[src/packet_sequence_loss_monitor_defines.svh]
// Assertion macros shared by the packet sequence loss monitor.
`ifndef PACKET_SEQUENCE_LOSS_MONITOR_DEFINES_SVH
`define PACKET_SEQUENCE_LOSS_MONITOR_DEFINES_SVH

`ifndef ASSERT_OFF

// Same-cycle implication, disabled while reset is held.
`define PSL_ASSERT_NOW(label, clk, rst_n, ante, cons) \
    label: assert property (@(posedge clk) disable iff (!(rst_n)) (ante) |-> (cons)) \
        else $error("psl assertion failed");

// Next-cycle implication, disabled while reset is held.
`define PSL_ASSERT_NEXT(label, clk, rst_n, ante, cons) \
    label: assert property (@(posedge clk) disable iff (!(rst_n)) (ante) |=> (cons)) \
        else $error("psl assertion failed");

`else

`define PSL_ASSERT_NOW(label, clk, rst_n, ante, cons)
`define PSL_ASSERT_NEXT(label, clk, rst_n, ante, cons)

`endif

`endif

[src/psl_pkg.sv]
// Types and codes shared by the packet sequence loss monitor.
package psl_pkg;

    localparam int CFG_W     = 32;
    localparam int CFG_IDX_W = 2;

    // Configuration register indexes
    localparam logic [CFG_IDX_W-1:0] CFG_EXPECTED_LENGTH = 2'd0;
    localparam logic [CFG_IDX_W-1:0] CFG_MAGIC_VALUE     = 2'd1;
    localparam logic [CFG_IDX_W-1:0] CFG_TIMEOUT_MS      = 2'd2;

    // Configuration reset values
    localparam logic [7:0]  RST_EXPECTED_LENGTH = 8'd8;
    localparam logic [7:0]  RST_MAGIC_VALUE     = 8'd0;
    localparam logic [31:0] RST_TIMEOUT_MS      = 32'd3000;

    // Item opcodes
    localparam logic [1:0] OP_PING  = 2'd0;
    localparam logic [1:0] OP_TICK  = 2'd1;
    localparam logic [1:0] OP_CLEAR = 2'd2;

    // Result status codes
    localparam logic [2:0] ST_NONE      = 3'd0;
    localparam logic [2:0] ST_BAD_LEN   = 3'd1;
    localparam logic [2:0] ST_BAD_MAGIC = 3'd2;
    localparam logic [2:0] ST_ACCEPTED  = 3'd3;
    localparam logic [2:0] ST_LOST      = 3'd4;
    localparam logic [2:0] ST_RESTORED  = 3'd5;

    typedef struct packed {
        logic [1:0]  opcode;
        logic [31:0] now_ms;
        logic [7:0]  msg_length;
        logic [7:0]  magic_byte;
        logic [31:0] sequence_req;
        logic [47:0] source_mac;
    } t_in_item;

    typedef struct packed {
        logic [2:0]  status;
        logic [31:0] gap_count;
        logic [31:0] silence_ms;
        logic [31:0] received_total;
        logic [31:0] missed_total;
        logic [31:0] loss_event_total;
        logic [31:0] latest_sequence;
        logic        link_lost;
        logic        sender_seen;
        logic [47:0] sender_mac;
    } t_out_item;

    typedef struct packed {
        logic [7:0]  expected_length;
        logic [7:0]  magic_value;
        logic [31:0] timeout_ms;
    } t_cfg;

endpackage

[src/psl_in_if.sv]
// Input channel: one ping, time check or counter reset per transfer.
interface psl_in_if;
    import psl_pkg::*;

    logic     valid;
    logic     ready;
    t_in_item data;

    modport source (output valid, output data, input ready);
    modport sink   (input valid, input data, output ready);
endinterface

[src/psl_out_if.sv]
// Output channel: one status and statistics record per transfer.
interface psl_out_if;
    import psl_pkg::*;

    logic      valid;
    logic      ready;
    t_out_item data;

    modport source (output valid, output data, input ready);
    modport sink   (input valid, input data, output ready);
endinterface

[src/packet_sequence_loss_monitor.sv]
// Top level of the packet sequence loss monitor.
//
// Usage
//   i_in carries one item per transfer: a ping packet, a time check or a
//   counter reset, selected by opcode. o_out returns exactly one record per
//   item: a status code and the statistics as they stand after that item.
//   Configuration (expected length, magic byte, timeout) is written through
//   i_cfg_we / i_cfg_idx / i_cfg_wdata while no item is in flight.
// Timing
//   Two register stages: an input register and a result register. A record
//   is offered on o_out from the result register. One item per cycle is
//   sustained while o_out.ready is high; the rate is set by the single
//   evaluation step between the two registers, which reads and updates the
//   monitor state in the same cycle.
// Reset
//   i_rst_n is synchronous and active low. It empties both stages, clears
//   all counters, flags, sequence, time and MAC, and restores configuration
//   defaults.
// Back-pressure
//   While o_out.ready is low a waiting record holds; the input register still
//   takes one more item, after which i_in.ready drops until the record moves.
`include "packet_sequence_loss_monitor_defines.svh"

module packet_sequence_loss_monitor (
    input  logic                           i_clk,
    input  logic                           i_rst_n,
    psl_in_if.sink                         i_in,
    psl_out_if.source                      o_out,
    input  logic                           i_cfg_we,
    input  logic [psl_pkg::CFG_IDX_W-1:0]  i_cfg_idx,
    input  logic [psl_pkg::CFG_W-1:0]      i_cfg_wdata
);
    import psl_pkg::*;

    t_cfg      cfg;
    t_out_item result;

    logic      r_in_valid;
    t_in_item  r_in_data;
    logic      r_out_valid;
    t_out_item r_out_data;

    logic      advance;
    logic      in_take;
    logic      step;

    // advance the pipeline whenever the result register is free or draining
    assign advance = !r_out_valid || o_out.ready;
    assign i_in.ready = !r_in_valid || advance;
    assign in_take = i_in.valid && i_in.ready;
    assign step = r_in_valid && advance;

    psl_cfg_regs u_cfg (
        .i_clk       (i_clk),
        .i_rst_n     (i_rst_n),
        .i_cfg_we    (i_cfg_we),
        .i_cfg_idx   (i_cfg_idx),
        .i_cfg_wdata (i_cfg_wdata),
        .o_cfg       (cfg)
    );

    psl_core u_core (
        .i_clk    (i_clk),
        .i_rst_n  (i_rst_n),
        .i_step   (step),
        .i_item   (r_in_data),
        .i_cfg    (cfg),
        .o_result (result)
    );

    // input register: hold the item until the evaluation step consumes it
    always_ff @(posedge i_clk) begin
        if (!i_rst_n) begin
            r_in_valid <= 1'b0;
        end else if (in_take) begin
            r_in_valid <= 1'b1;
        end else if (advance) begin
            r_in_valid <= 1'b0;
        end
    end

    always_ff @(posedge i_clk) begin
        if (in_take) begin
            r_in_data <= i_in.data;
        end
    end

    // result register: load on each step, drop the valid once transferred
    always_ff @(posedge i_clk) begin
        if (!i_rst_n) begin
            r_out_valid <= 1'b0;
        end else if (advance) begin
            r_out_valid <= r_in_valid;
        end
    end

    always_ff @(posedge i_clk) begin
        if (step) begin
            r_out_data <= result;
        end
    end

    assign o_out.valid = r_out_valid;
    assign o_out.data  = r_out_data;

    // a stalled input register keeps its item
    `PSL_ASSERT_NEXT(a_in_hold, i_clk, i_rst_n, r_in_valid && !advance, r_in_valid)
    // a loss report leaves the link marked lost for a known sender
    `PSL_ASSERT_NOW(a_lost_flag, i_clk, i_rst_n,
        o_out.valid && (o_out.data.status == ST_LOST),
        o_out.data.link_lost && o_out.data.sender_seen)
    // a restore report clears the lost flag
    `PSL_ASSERT_NOW(a_restore, i_clk, i_rst_n,
        o_out.valid && (o_out.data.status == ST_RESTORED),
        !o_out.data.link_lost && o_out.data.sender_seen)
    // only an accepted ping can report a gap
    `PSL_ASSERT_NOW(a_gap_src, i_clk, i_rst_n,
        o_out.valid && (o_out.data.gap_count != 32'd0),
        (o_out.data.status == ST_ACCEPTED) || (o_out.data.status == ST_RESTORED))
endmodule

[src/psl_cfg_regs.sv]
// Configuration registers of the packet sequence loss monitor.
module psl_cfg_regs (
    input  logic                           i_clk,
    input  logic                           i_rst_n,
    input  logic                           i_cfg_we,
    input  logic [psl_pkg::CFG_IDX_W-1:0]  i_cfg_idx,
    input  logic [psl_pkg::CFG_W-1:0]      i_cfg_wdata,
    output psl_pkg::t_cfg                  o_cfg
);
    import psl_pkg::*;

    t_cfg r_cfg;

    always_ff @(posedge i_clk) begin
        if (!i_rst_n) begin
            r_cfg.expected_length <= RST_EXPECTED_LENGTH;
            r_cfg.magic_value     <= RST_MAGIC_VALUE;
            r_cfg.timeout_ms      <= RST_TIMEOUT_MS;
        end else if (i_cfg_we) begin
            case (i_cfg_idx)
                CFG_EXPECTED_LENGTH: r_cfg.expected_length <= i_cfg_wdata[7:0];
                CFG_MAGIC_VALUE:     r_cfg.magic_value     <= i_cfg_wdata[7:0];
                CFG_TIMEOUT_MS:      r_cfg.timeout_ms      <= i_cfg_wdata[31:0];
                default: ;
            endcase
        end
    end

    assign o_cfg = r_cfg;
endmodule

[src/psl_core.sv]
// Monitor state and the per-item evaluation that updates it.
module psl_core (
    input  logic               i_clk,
    input  logic               i_rst_n,
    input  logic               i_step,
    input  psl_pkg::t_in_item  i_item,
    input  psl_pkg::t_cfg      i_cfg,
    output psl_pkg::t_out_item o_result
);
    import psl_pkg::*;

    logic [31:0] r_received, n_received;
    logic [31:0] r_missed, n_missed;
    logic [31:0] r_losses, n_losses;
    logic [31:0] r_prior_seq, n_prior_seq;
    logic [31:0] r_prior_time, n_prior_time;
    logic        r_lost, n_lost;
    logic        r_seen, n_seen;
    logic [47:0] r_mac, n_mac;

    logic [2:0]  status;
    logic [31:0] gap;
    logic [31:0] silence;
    logic [31:0] next_seq;
    logic [31:0] quiet;

    assign next_seq = r_prior_seq + 32'd1;
    assign quiet    = i_item.now_ms - r_prior_time;

    always_comb begin
        n_received   = r_received;
        n_missed     = r_missed;
        n_losses     = r_losses;
        n_prior_seq  = r_prior_seq;
        n_prior_time = r_prior_time;
        n_lost       = r_lost;
        n_seen       = r_seen;
        n_mac        = r_mac;
        status       = ST_NONE;
        gap          = '0;
        silence      = '0;

        case (i_item.opcode)
            OP_PING: begin
                if (i_item.msg_length != i_cfg.expected_length) begin
                    status = ST_BAD_LEN;
                end else if (i_item.magic_byte != i_cfg.magic_value) begin
                    status = ST_BAD_MAGIC;
                end else begin
                    status = ST_ACCEPTED;
                    if (!r_seen) begin
                        n_mac = i_item.source_mac;
                    end
                    if (r_lost) begin
                        silence = quiet;
                        n_lost  = 1'b0;
                        status  = ST_RESTORED;
                    end
                    // only forward jumps count as missed packets
                    if (r_seen && (i_item.sequence_req > next_seq)) begin
                        gap      = i_item.sequence_req - next_seq;
                        n_missed = r_missed + gap;
                    end
                    n_prior_seq  = i_item.sequence_req;
                    n_prior_time = i_item.now_ms;
                    n_received   = r_received + 32'd1;
                    n_seen       = 1'b1;
                end
            end
            OP_TICK: begin
                if (r_seen && !r_lost && (quiet >= i_cfg.timeout_ms)) begin
                    n_lost   = 1'b1;
                    n_losses = r_losses + 32'd1;
                    silence  = quiet;
                    status   = ST_LOST;
                end
            end
            OP_CLEAR: begin
                n_received = '0;
                n_missed   = '0;
                n_losses   = '0;
            end
            default: ;
        endcase
    end

    always_ff @(posedge i_clk) begin
        if (!i_rst_n) begin
            r_received   <= '0;
            r_missed     <= '0;
            r_losses     <= '0;
            r_prior_seq  <= '0;
            r_prior_time <= '0;
            r_lost       <= 1'b0;
            r_seen       <= 1'b0;
            r_mac        <= '0;
        end else if (i_step) begin
            r_received   <= n_received;
            r_missed     <= n_missed;
            r_losses     <= n_losses;
            r_prior_seq  <= n_prior_seq;
            r_prior_time <= n_prior_time;
            r_lost       <= n_lost;
            r_seen       <= n_seen;
            r_mac        <= n_mac;
        end
    end

    // statistics show the state after this item
    always_comb begin
        o_result.status           = status;
        o_result.gap_count        = gap;
        o_result.silence_ms       = silence;
        o_result.received_total   = n_received;
        o_result.missed_total     = n_missed;
        o_result.loss_event_total = n_losses;
        o_result.latest_sequence  = n_prior_seq;
        o_result.link_lost        = n_lost;
        o_result.sender_seen      = n_seen;
        o_result.sender_mac       = n_mac;
    end
endmodule
[src/flat_wrapper.sv]
// flat-port wrapper written by rule: the top's interface ports become plain ports
module packet_sequence_loss_monitor_flat import psl_pkg::*;
  (i_clk, i_rst_n, i_cfg_we, i_cfg_idx, i_cfg_wdata, i_in_valid, i_in_data, i_in_ready, o_out_valid, o_out_data, o_out_ready);
  psl_in_if i_in_i ();
  psl_out_if o_out_i ();
  input  logic i_clk;
  input  logic i_rst_n;
  input  logic i_cfg_we;
  input  logic [psl_pkg::CFG_IDX_W-1:0] i_cfg_idx;
  input  logic [psl_pkg::CFG_W-1:0] i_cfg_wdata;
  input wire logic [$bits(i_in_i.valid)-1:0] i_in_valid;
  input wire logic [$bits(i_in_i.data)-1:0] i_in_data;
  output wire logic [$bits(i_in_i.ready)-1:0] i_in_ready;
  output wire logic [$bits(o_out_i.valid)-1:0] o_out_valid;
  output wire logic [$bits(o_out_i.data)-1:0] o_out_data;
  input wire logic [$bits(o_out_i.ready)-1:0] o_out_ready;
  assign i_in_i.valid = i_in_valid;
  assign i_in_i.data = i_in_data;
  assign i_in_ready = i_in_i.ready;
  assign o_out_valid = o_out_i.valid;
  assign o_out_data = o_out_i.data;
  assign o_out_i.ready = o_out_ready;
  packet_sequence_loss_monitor u_core (.i_clk(i_clk), .i_rst_n(i_rst_n), .i_in(i_in_i), .o_out(o_out_i), .i_cfg_we(i_cfg_we), .i_cfg_idx(i_cfg_idx), .i_cfg_wdata(i_cfg_wdata));
endmodule
[config.mk]
export PLATFORM = sky130hd
export DESIGN_NAME = packet_sequence_loss_monitor_flat
export DESIGN_NICKNAME = d
export VERILOG_FILES = /design/src/psl_pkg.sv /design/src/psl_in_if.sv /design/src/psl_out_if.sv /design/src/packet_sequence_loss_monitor.sv /design/src/psl_cfg_regs.sv /design/src/psl_core.sv /design/src/flat_wrapper.sv
export VERILOG_INCLUDE_DIRS = /design/src /design/src/src
export SDC_FILE = /design/constraint.sdc
export NUM_CORES = 1
export LEC_CHECK = 0
export BUFFER_PORTS_ARGS = -buffer_cell sky130_fd_sc_hd__clkbuf_2
export CAP_MARGIN = 20
export CORE_UTILIZATION = 50
export CTS_CLUSTER_SIZE = 28
export DETAILED_ROUTE_END_ITERATION = 10
export PLACE_DENSITY = 0.81
export SYNTH_ARGS = -nofsm -noshare
export SYNTH_HDL_FRONTEND = slang
export SYNTH_SLANG_ARGS = --single-unit
[constraint.sdc]
create_clock -name i_clk -period 9.2 [get_ports i_clk]
set_clock_uncertainty 0.05 [all_clocks]
set_input_delay 0.92 -clock i_clk [delete_from_list [all_inputs] [get_ports i_clk]]
set_output_delay 0.92 -clock i_clk [all_outputs]
set_load 0.1 [all_outputs]
==> results of run 1 <==
## worst register-to-register path, cell delays in order, from the launching register on
cell      delay (ns)
dfxtp_1         0.43
and3_1          0.22
and3_1          0.23
and3_1          0.26
nand2_1         0.08
xor2_1          0.14
ha_1            0.35
a211oi_1        0.34
nand4_1         0.16
a211oi_1        0.25
nor2_1          0.12
a41oi_1         0.47
o21bai_1        0.11
a21oi_1         0.18
xnor2_1         0.28
ha_1            0.40
a21oi_1         0.21
nand2_1         0.07
nand3_1         0.10
a21oi_1         0.07
o21ai_1         0.14
nand2_1         0.13
a311oi_1        0.38
xnor2_1         0.15
or4_1           0.47
a31oi_1         0.21
## metrics by stage
stage	instance area, sq um	hold WS (ns)	power, uW
finish	35900	0.399	6940
global route	35900	0.417	7150
floorplan	30800	0.382	3950
detailed placement	33500	0.394	4160
CTS	35800	0.402	6980
global placement	33500	0.387	4150
## area by class of cell
| cell class | instances | area, sq um | area share (%) |
|---|---|---|---|
| Inverter | 122 | 470 | 1.31 |
| Multi-Input combinational cell | 2167 | 13300 | 37.1 |
| Clock buffer | 87 | 1860 | 5.20 |
| Tap cell | 782 | 978 | 2.73 |
| Antenna cell | 2 | 5.00 | 0.0140 |
| Timing Repair Buffer | 443 | 2310 | 6.45 |
| Clock inverter | 37 | 445 | 1.24 |
| Sequential cell | 635 | 16500 | 45.9 |
## sequential cells by signal (all words and copies together), names as in the netlist
signal,count
u_core.u_core.r_received,32
u_core.o_out.valid,1
u_core.u_core.r_seen,1
u_core.u_core.r_prior_time,32
u_core.r_in_valid,1
u_core.u_core.r_prior_seq,32
u_core.u_core.r_losses,32
u_core.u_core.r_mac,48
u_core.r_in_data,130
u_core.u_core.r_lost,1
u_core.u_core.r_missed,32
u_core.o_out.data,245
u_core.u_cfg.o_cfg,48
## worst paths after layout
| check | start | endpoint | cells past startpoint |
|---|---|---|---|
| worst max register to register | u_core.u_core.r_prior_seq[2] | u_core.u_core.r_missed[31] | 25 |
| worst min register to register | u_core.u_core.r_prior_time[18] | u_core.u_core.r_prior_time[18] | 2 |
| worst min-delay path | u_core.u_core.r_prior_time[18] | u_core.u_core.r_prior_time[18] | 2 |
| worst max-delay path | u_core.u_core.r_prior_seq[2] | u_core.u_core.r_missed[31] | 25 |
## power by group through the flow
| stage | Clock, uW | Combinational [uW] | Sequential (uW) |
|---|---|---|---|
| 4_1_cts | 2880 | 941 | 3170 |
| 3_3_place_gp | 0 | 929 | 3220 |
| 2_1_floorplan | 0 | 396 | 3550 |
| 3_5_place_dp | 0 | 938 | 3230 |
| 5_1_grt | 2970 | 1010 | 3180 |
| 6_report | 2830 | 946 | 3170 |
## cell usage after synthesis, types with 13 or more instances
cell type and n:
inv_1 119, or3_1 24, nor2_1 199, xnor2_1 98, xor2_1 66, nand2_1 519, mux2_1 20, nor2b_1 33
mux2i_1 31, edfxtp_1 375, nand3_1 97, o21bai_1 14, nor4_1 13, and3_1 44, a21oi_1 285, ha_1 133
o21ai_1 50, dfxtp_1 260, clkbuf_1 123, mux2_2 30, o21ai_0 69, a21o_1 65, a31oi_1 18, nand4_1 48
and2_1 32, o21a_1 15, o211a_1 15, nand2b_1 29, o211ai_1 17, a211oi_1 14, nor3_1 57
## routing by layer
layer	vias up	GRT usage, %	part of all wire, %
met5	-	0	0.16
met4	20	9.82	3.4
met3	168	6.07	7.8
met2	878	39.1	45
met1	11400	33.5	43
li1	11700	-	-
## cell families (layout without fill, tap and decap cells)
| group | after synthesis | in the layout | share of synthesized area (%) |
|---|---|---|---|
| other | 0 | 2 | 0 |
| DFF | 635 | 635 | 53.5 |
| muxes | 81 | 81 | 2.84 |
| buffers and inverters | 269 | 689 | 3.37 |
| AOI/OAI and AO/OA | 646 | 646 | 13.0 |
| and+or+nand+nor | 1139 | 1139 | 17.0 |
| xor gates and xnor gates | 165 | 165 | 4.72 |
| adders and majority gates | 136 | 136 | 5.60 |
==> flow_metrics.env, run 1 <==
export IMPL_netSwitchingFraction_pct=27.6
export IMPL_placement_rows=90
export IMPL_gp_congestion=0.941
export IMPL_ff2ff_setup_slack_ns=3.08
export IMPL_cts_root_buffer="clkbuf_16"
export IMPL_ioPinCount=416
export IMPL_cts_clk_slew_worst_paths_ns=0.07
export IMPL_cp_end_kind="flip-flop"
export IMPL_rsz0062_at_grt="false"
export IMPL_synth_area_leaders="edfxtp_1 37%, dfxtp_1 17%, nand2_1 6.3%, ha_1 5.4%, a21oi_1 4.6%"
export IMPL_syn_area_per_cell_sq_um=10.0
export IMPL_slew_headroom_pct=27.3
export IMPL_numCtsBuffers=68
export IMPL_htreeDepth=3
export IMPL_tightest_slew_ns=1.09
export IMPL_synthesis_area_sq_mm=0.0308
export IMPL_dieArea_sq_mm=0.0625
export IMPL_layout_drive_gt1_share_pct=17.8
export IMPL_vias=24100
export IMPL_start_util_pct=50.8
export IMPL_mostFrequentLayoutCell="nand2_1"
export IMPL_placed_cells=4147
export IMPL_finalCriticalPeriod_ns=6.12
export IMPL_area_growth_pct=16.6
export IMPL_drtPass1Iterations=6
export IMPL_drt_iter0_drc=1789
export IMPL_grt_use_total_pct=25.0
export IMPL_path_buf_inv=0
export IMPL_clock_latency_ns=0.60
export IMPL_slew_viol_final=0
export IMPL_synth_edff_count=375
export IMPL_hold_violations=0
export IMPL_antenna_found_initial=12
export IMPL_start_kind="flip-flop"
export IMPL_netlist_cell_type_count=87
export IMPL_drc=0
export IMPL_layout_nets=3742
export IMPL_layout_common_cells="516 x nand2_1, 415 x clkbuf_2, 375 x edfxtp_1, 284 x a21oi_1, 260 x dfxtp_1"
export IMPL_crit_fanout=6
export IMPL_cts_num_sinks=635
export IMPL_p_int_uw=5020
export IMPL_routed_wl_um=79900
export IMPL_slowest_delay_ns=0.47
export IMPL_clockBufferDepth=3
export IMPL_port_buffers=415
export IMPL_p_leak_uw=0.0141
export IMPL_place_ws_ns=3.01
export IMPL_routed_via_density=5.64
export IMPL_async_reset_ff_share_pct=0
export IMPL_post_cts_buffers=0
export IMPL_core_area_sq_mm=0.0606
export IMPL_final_util_pct=59.2
export IMPL_critPathKind="reg -> reg"
export IMPL_cp_data_arrival_time_ns=6.58
export IMPL_chipWidth_um=250
export IMPL_synth_top_area_share_pct=36.6
export IMPL_maxCapViolations=0
export IMPL_pwr_share_clk_pct=40.7
export IMPL_cts_tree="built"
export IMPL_dpl_hpwl_um=56200
export IMPL_synth_fp_nets=3376
export IMPL_p_sw_uw=1920
export IMPL_nFillCells=5034
export IMPL_seq_area_frac_synth_pct=53.5
export IMPL_wl_per_cell_um=18.7
export IMPL_p_seq_share_pct=45.6
export IMPL_die_h_um=250
export IMPL_outcome="completed"
export IMPL_grt_pass1_vias=22500
export IMPL_peakVddDrop_mv=0.180
export IMPL_yosys_warnings=0
export IMPL_cts_resized_gates=0
export IMPL_ant_nets=0
export IMPL_hold_class="reg -> reg"
export IMPL_crit_slowest_cell="a41oi_1"
export IMPL_fmax_ghz=0.163
export IMPL_setup_violations=0
export IMPL_grt_max_degree=96
export IMPL_ctsHoldBuffers=0
export IMPL_cp_required_ns=9.66
export IMPL_fin_ws_ns=3.08
export IMPL_grt_pass1_wl_um=123000
export IMPL_tns_ns=0
export IMPL_syn_inst=3071
export IMPL_powerDensity_mw_per_mm2=194
export IMPL_cp_top_family="compound AO/OA/AOI/OAI gates"
export IMPL_yosys_area_top_type="edfxtp_1"
export IMPL_post_route_period_util_pct=66.5
export IMPL_dominantRegCellSynth="edfxtp_1"
export IMPL_comb_power_share_pct=13.6
export IMPL_synth_seq_cells=635
export IMPL_overflow=0
export IMPL_fin_cells=4275
Power figures use the tool's default switching activity.
==> run 2: changes to the inputs <==
--- a/config.mk
+++ b/config.mk
@@ -11,7 +11,7 @@
 export CORE_UTILIZATION = 50
 export CTS_CLUSTER_SIZE = 28
 export DETAILED_ROUTE_END_ITERATION = 10
-export PLACE_DENSITY = 0.81
+export PLACE_DENSITY = 0.78
 export SYNTH_ARGS = -nofsm -noshare
 export SYNTH_HDL_FRONTEND = slang
 export SYNTH_SLANG_ARGS = --single-unit
==> constraint.sdc (replaced) <==
create_clock -name i_clk -period 5.85 [get_ports i_clk]
set_clock_uncertainty 0.05 [all_clocks]
set_input_delay 0.585 -clock i_clk [delete_from_list [all_inputs] [get_ports i_clk]]
set_output_delay 0.585 -clock i_clk [all_outputs]
set_load 0.1 [all_outputs]
==> run 2 against run 1 <==
Cell area rose by 0.94%; critical path type unchanged; utilization grew 0.56 points; via count rose by 0.53%; routed wire length grew 1.2%; sequential power rose by 57%; fmax grew 10%; count of clock-buffer cells in the layout grew 2; total power up 59%; global-route usage grew 0.16 points; non-clock buffer count rose by 15.
==> flow_metrics.env, run 2 (synthesis gave the netlist of run 1 again) <==
export IMPL_placement_rows=90
export IMPL_grt_pass1_vias=22600
export IMPL_tns_ns=0
export IMPL_critPathKind="reg -> reg"
export IMPL_ant_nets=0
export IMPL_setup_violations=0
export IMPL_overflow=0
export IMPL_slew_headroom_pct=25.2
export IMPL_slew_viol_final=0
export IMPL_dieArea_sq_mm=0.0625
export IMPL_p_leak_uw=0.0142
export IMPL_gp_congestion=0.921
export IMPL_hold_violations=0
export IMPL_die_h_um=250
export IMPL_cts_clk_slew_worst_paths_ns=0.06
export IMPL_ctsHoldBuffers=0
export IMPL_dpl_hpwl_um=57000
export IMPL_crit_slowest_cell="or4_1"
export IMPL_grt_max_degree=140
export IMPL_cts_tree="built"
export IMPL_numCtsBuffers=69
export IMPL_mostFrequentLayoutCell="nand2_1"
export IMPL_port_buffers=415
export IMPL_post_cts_buffers=0
export IMPL_layout_common_cells="516 x nand2_1, 415 x clkbuf_2, 375 x edfxtp_1, 279 x a21oi_1, 259 x dfxtp_1"
export IMPL_hold_class="in -> reg"
export IMPL_path_cells="and3_1, and3_1, and3_2, nand2_1, xor2_1, ha_1, a21oi_2, nand4_1, a21oi_1, a41o_1, nor2_2, a41oi_2, buf_4, o41a_1, xnor2_1, ha_1, a21o_1, a21o_1, a21oi_1, nand2_1, a311oi_2, xnor2_1, or4_1, a31oi_1"
export IMPL_tightest_slew_ns=1.12
export IMPL_whs_ns=0.0850
export IMPL_cp_required_ns=6.33
export IMPL_num_antenna_cells=0
export IMPL_drtPass1Iterations=5
export IMPL_cts_root_buffer="clkbuf_16"
export IMPL_clock_latency_ns=0.62
export IMPL_start_util_pct=50.8
export IMPL_drc=0
export IMPL_antenna_found_initial=9
export IMPL_layout_drive_gt1_share_pct=18.9
export IMPL_final_area_sq_mm=0.0362
export IMPL_start_kind="flip-flop"
export IMPL_outcome="completed"
export IMPL_ioPinCount=416
export IMPL_largest_reg_flops=245
export IMPL_cp_end_kind="flip-flop"
export IMPL_maxCapViolations=0
export IMPL_total_power_uw=11000
export IMPL_crit_fanout=5
export IMPL_fmax_ghz=0.180
export IMPL_drt_iter0_drc=1869
export IMPL_placed_cell_area_sq_mm=0.0337
export IMPL_clockBufferDepth=3
export IMPL_grt_use_total_pct=25.2
export IMPL_peakVddDrop_mv=0.326
export IMPL_routed_wl_um=80900
export IMPL_vias=24200
export IMPL_core_area_sq_mm=0.0606
export IMPL_routed_via_density=5.64
export IMPL_cts_num_sinks=635
export IMPL_slowest_delay_ns=0.48
export IMPL_finalCriticalPeriod_ns=5.55
export IMPL_htreeDepth=3
export IMPL_wl_per_cell_um=18.8
export IMPL_cp_data_arrival_time_ns=6.03
export IMPL_powerDensity_mw_per_mm2=304
export IMPL_final_util_pct=59.8
export IMPL_area_growth_pct=17.7
export IMPL_layout_nets=3758
export IMPL_chipWidth_um=250
export IMPL_rsz0062_at_grt="true"
export IMPL_post_route_period_util_pct=94.8
export IMPL_grt_pass1_wl_um=124000
-- run 2: final cells by class --
type                       instances  area (sq um)
clock buffer                      89          1880
timing repair buffer             458          2460
clock inverter                    39           490
multi-input combinational       2167         13500
fill                            5052         24400
inverter                         122           470
sequential                       635         16500
tap                              782           978
-- run 2: timing repair --
action | in CTS | in global routing
setup endpoints to repair | 1 | 58
endpoints found under the hold margin | 0 | 0
gates resized for setup | 1 | 29
pin swaps | 0 | 3
-- run 2: per-stage QoR --
step | instances | setup WS [ns]
2_1_floorplan | 3071 | 0.555
3_3_place_gp | 4164 | 0.0831
3_5_place_dp | 4164 | -0.0642
4_1_cts | 4292 | 0.0285
5_1_grt | 4292 | -0.0735
6_report | 4292 | 0.304
-- run 2: critical path: cells and delay by family, from the launching register on --
kind | cells | cell delay [ns]
flops | 1 | 0.38
compound gates | 10 | 1.94
simple gates | 8 | 1.63
buf+inv | 1 | 0.18
fa+ha+maj | 2 | 0.71
xor+xnor | 3 | 0.57
-- run 2: where the power goes --
group | switching, uW | leakage, uW | internal (uW)
clock network | 1840 | 0.00115 | 2670
registers | 84.6 | 0.00569 | 4890
logic | 1130 | 0.00737 | 381
total | 3050 | 0.0142 | 7950
-- run 2: worst paths after layout --
check	slack (ns)	cells after the start	from	end
min	0.09	1	i_in_data[87]	u_core.r_in_data[87]
max	0.30	24	u_core.u_core.r_prior_seq[4]	u_core.u_core.r_missed[31]
max reg2reg	0.30	24	u_core.u_core.r_prior_seq[4]	u_core.u_core.r_missed[31]
min reg2reg	0.40	2	u_core.u_core.r_prior_time[27]	u_core.u_core.r_prior_time[27]
-- run 2: metal layers --
metal	GRT usage [%]	vias up	wire, um
li1	-	11700	-
met1	34.3	11500	35900
met2	38.5	846	35900
met3	6.49	167	6260
met4	9.76	18	2720
met5	0	-	117
==> run 3: changes to the inputs <==
--- a/config.mk
+++ b/config.mk
@@ -9,6 +9,7 @@
 export BUFFER_PORTS_ARGS = -buffer_cell sky130_fd_sc_hd__clkbuf_2
 export CAP_MARGIN = 20
 export CORE_UTILIZATION = 50
+export CTS_BUF_LIST = sky130_fd_sc_hd__clkbuf_16
 export CTS_CLUSTER_SIZE = 28
 export DETAILED_ROUTE_END_ITERATION = 10
 export PLACE_DENSITY = 0.78
==> run 3 against run 2 <==
Routed wire length shrank 0.10%; flip-flop and latch count did not move; die area unchanged; highest routed layer unchanged; hold slack lost 0.0034 ns; utilization is 0.066 points lower; critical endpoint unchanged; global-route usage hardly changed.
==> flow_metrics.env, run 3 (synthesis gave the netlist of run 1 again) <==
export IMPL_outcome="completed"
export IMPL_chipWidth_um=250
export IMPL_critPathKind="reg -> reg"
export IMPL_post_cts_buffers=0
export IMPL_num_antenna_cells=0
export IMPL_cp_end_kind="flip-flop"
export IMPL_layout_common_cells="516 x nand2_1, 415 x clkbuf_2, 375 x edfxtp_1, 279 x a21oi_1, 259 x dfxtp_1"
export IMPL_hold_class="in -> reg"
export IMPL_crit_slowest_cell="or4_1"
export IMPL_final_area_sq_mm=0.0362
export IMPL_path_cells="and3_1, and3_1, and3_2, nand2_1, xor2_1, ha_1, a21oi_2, nand4_1, a21oi_1, a41o_1, nor2_2, a41oi_2, buf_4, o41a_1, xnor2_1, ha_1, a21o_1, a21o_1, a21oi_1, nand2_1, a311oi_2, xnor2_1, or4_1, a31oi_1"
export IMPL_wl_per_cell_um=18.8
export IMPL_grt_pass1_vias=22600
export IMPL_cts_num_sinks=635
export IMPL_placed_cell_area_sq_mm=0.0337
export IMPL_antenna_found_initial=9
export IMPL_cp_data_arrival_time_ns=6.05
export IMPL_fmax_ghz=0.180
export IMPL_rr_endpoint="u_core.u_core.r_missed[31]"
export IMPL_placement_rows=90
export IMPL_peakVddDrop_mv=0.327
export IMPL_cts_tree="built"
export IMPL_grt_max_degree=140
export IMPL_htreeDepth=3
export IMPL_mostFrequentLayoutCell="nand2_1"
export IMPL_drt_iter0_drc=1915
export IMPL_routed_via_density=5.65
export IMPL_routed_wl_um=80800
export IMPL_ff2ff_path_depth=24
export IMPL_nFillCells=5061
export IMPL_clock_latency_ns=0.62
export IMPL_hold_violations=0
export IMPL_ioPinCount=416
export IMPL_slew_viol_final=0
export IMPL_slowest_delay_ns=0.48
export IMPL_startpoint="u_core.u_core.r_prior_seq[4]"
export IMPL_ant_nets=0
export IMPL_dpl_hpwl_um=57000
export IMPL_drtPass1Iterations=5
export IMPL_r2r_start="u_core.u_core.r_prior_seq[4]"
export IMPL_largest_reg_flops=245
export IMPL_clockBufferDepth=3
export IMPL_p_leak_uw=0.0142
export IMPL_slew_headroom_pct=25.2
export IMPL_rsz0062_at_grt="true"
export IMPL_overflow=0
export IMPL_cts_root_buffer="clkbuf_16"
export IMPL_crit_fanout=5
export IMPL_vias=24300
export IMPL_tightest_slew_ns=1.12
export IMPL_port_buffers=415
export IMPL_ctsHoldBuffers=0
export IMPL_numCtsBuffers=69
export IMPL_post_route_period_util_pct=95.0
export IMPL_ff2ff_setup_slack_ns=0.29
export IMPL_layout_drive_gt1_share_pct=18.8
export IMPL_cp_endpoint="u_core.u_core.r_missed[31]"
export IMPL_gp_congestion=0.921
export IMPL_start_util_pct=50.8
export IMPL_start_kind="flip-flop"
export IMPL_final_util_pct=59.7
export IMPL_place_ws_ns=-0.0642
export IMPL_finalCriticalPeriod_ns=5.56
export IMPL_powerDensity_mw_per_mm2=302
export IMPL_grt_pass1_wl_um=124000
export IMPL_dieArea_sq_mm=0.0625
export IMPL_cp_required_ns=6.34
export IMPL_setup_violations=0
export IMPL_cts_clk_slew_worst_paths_ns=0.06
export IMPL_layout_nets=3758
export IMPL_grt_use_total_pct=25.2
export IMPL_core_area_sq_mm=0.0606
export IMPL_maxCapViolations=0
export IMPL_drc=0
export IMPL_fin_ws_ns=0.292
export IMPL_area_growth_pct=17.5
export IMPL_die_h_um=250
export IMPL_tns_ns=0
-- run 3: changes by cell type in the layout (fill, tap and decap cells not counted), sizes merged --
cell | previous run | this run
clkbuf | 504 | 486
inv | 127 | 141
clkinv | 21 | 25
-- run 3: layer usage --
layer	track usage (%)	routed length (um)
met1	34.3	35900
met2	38.5	35700
met3	6.49	6410
met4	9.73	2690
met5	0	123
-- run 3: critical path: cells and delay by family, from the launching register on --
kind	cells	cell delay (ns)
adders and majority gates	2	0.72
buffers and inverters	1	0.18
DFF	1	0.38
xor gates and xnor gates	3	0.58
and+or+nand+nor	8	1.63
AOI/OAI and AO/OA	10	1.93
-- run 3: layout make-up --
type / instances / area, sq um / share of cell area, %
Clock buffer: 71 / 1780 / 4.91
Clock inverter: 57 / 558 / 1.54
Inverter: 122 / 470 / 1.30
Multi-Input combinational cell: 2167 / 13500 / 37.2
Sequential cell: 635 / 16500 / 45.5
Tap cell: 782 / 978 / 2.71
Timing Repair Buffer: 458 / 2460 / 6.81
-- run 3: worst min path at each step --
stage / from / endpoint / slack [ns] / cells past startpoint
3_5_place_dp: u_core.u_core.r_mac[28] / u_core.u_core.r_mac[28] / 0.39 / 2
3_3_place_gp: u_core.u_core.r_mac[32] / u_core.u_core.r_mac[32] / 0.39 / 2
2_1_floorplan: u_core.u_core.r_prior_time[10] / u_core.u_core.r_prior_time[10] / 0.38 / 2
6_report: i_in_data[87] / u_core.r_in_data[87] / 0.08 / 1
4_1_cts: i_in_data[107] / u_core.r_in_data[107] / 0.04 / 1
5_1_grt: i_in_data[39] / u_core.r_in_data[39] / 0.05 / 1
-- run 3: repair_timing --
action | CTS | global route
pin swaps | 0 | 3
gates resized for setup | 1 | 29
setup endpoints to repair | 1 | 58
-- run 3: metrics by stage --
stage	std cells	hold slack [ns]	total power [uW]
2_1_floorplan	3071	0.382	6200
3_5_place_dp	4164	0.393	6560
3_3_place_gp	4164	0.387	6540
4_1_cts	4292	0.0390	11000
5_1_grt	4292	0.0511	11300
6_report	4292	0.0816	10900
-- run 3: where the power goes --
| part | internal, uW | switching [uW] | total [uW] |
|---|---|---|---|
| Sequential | 4890 | 84.6 | 4980 |
| Clock | 2590 | 1850 | 4440 |
| Combinational | 381 | 1130 | 1510 |
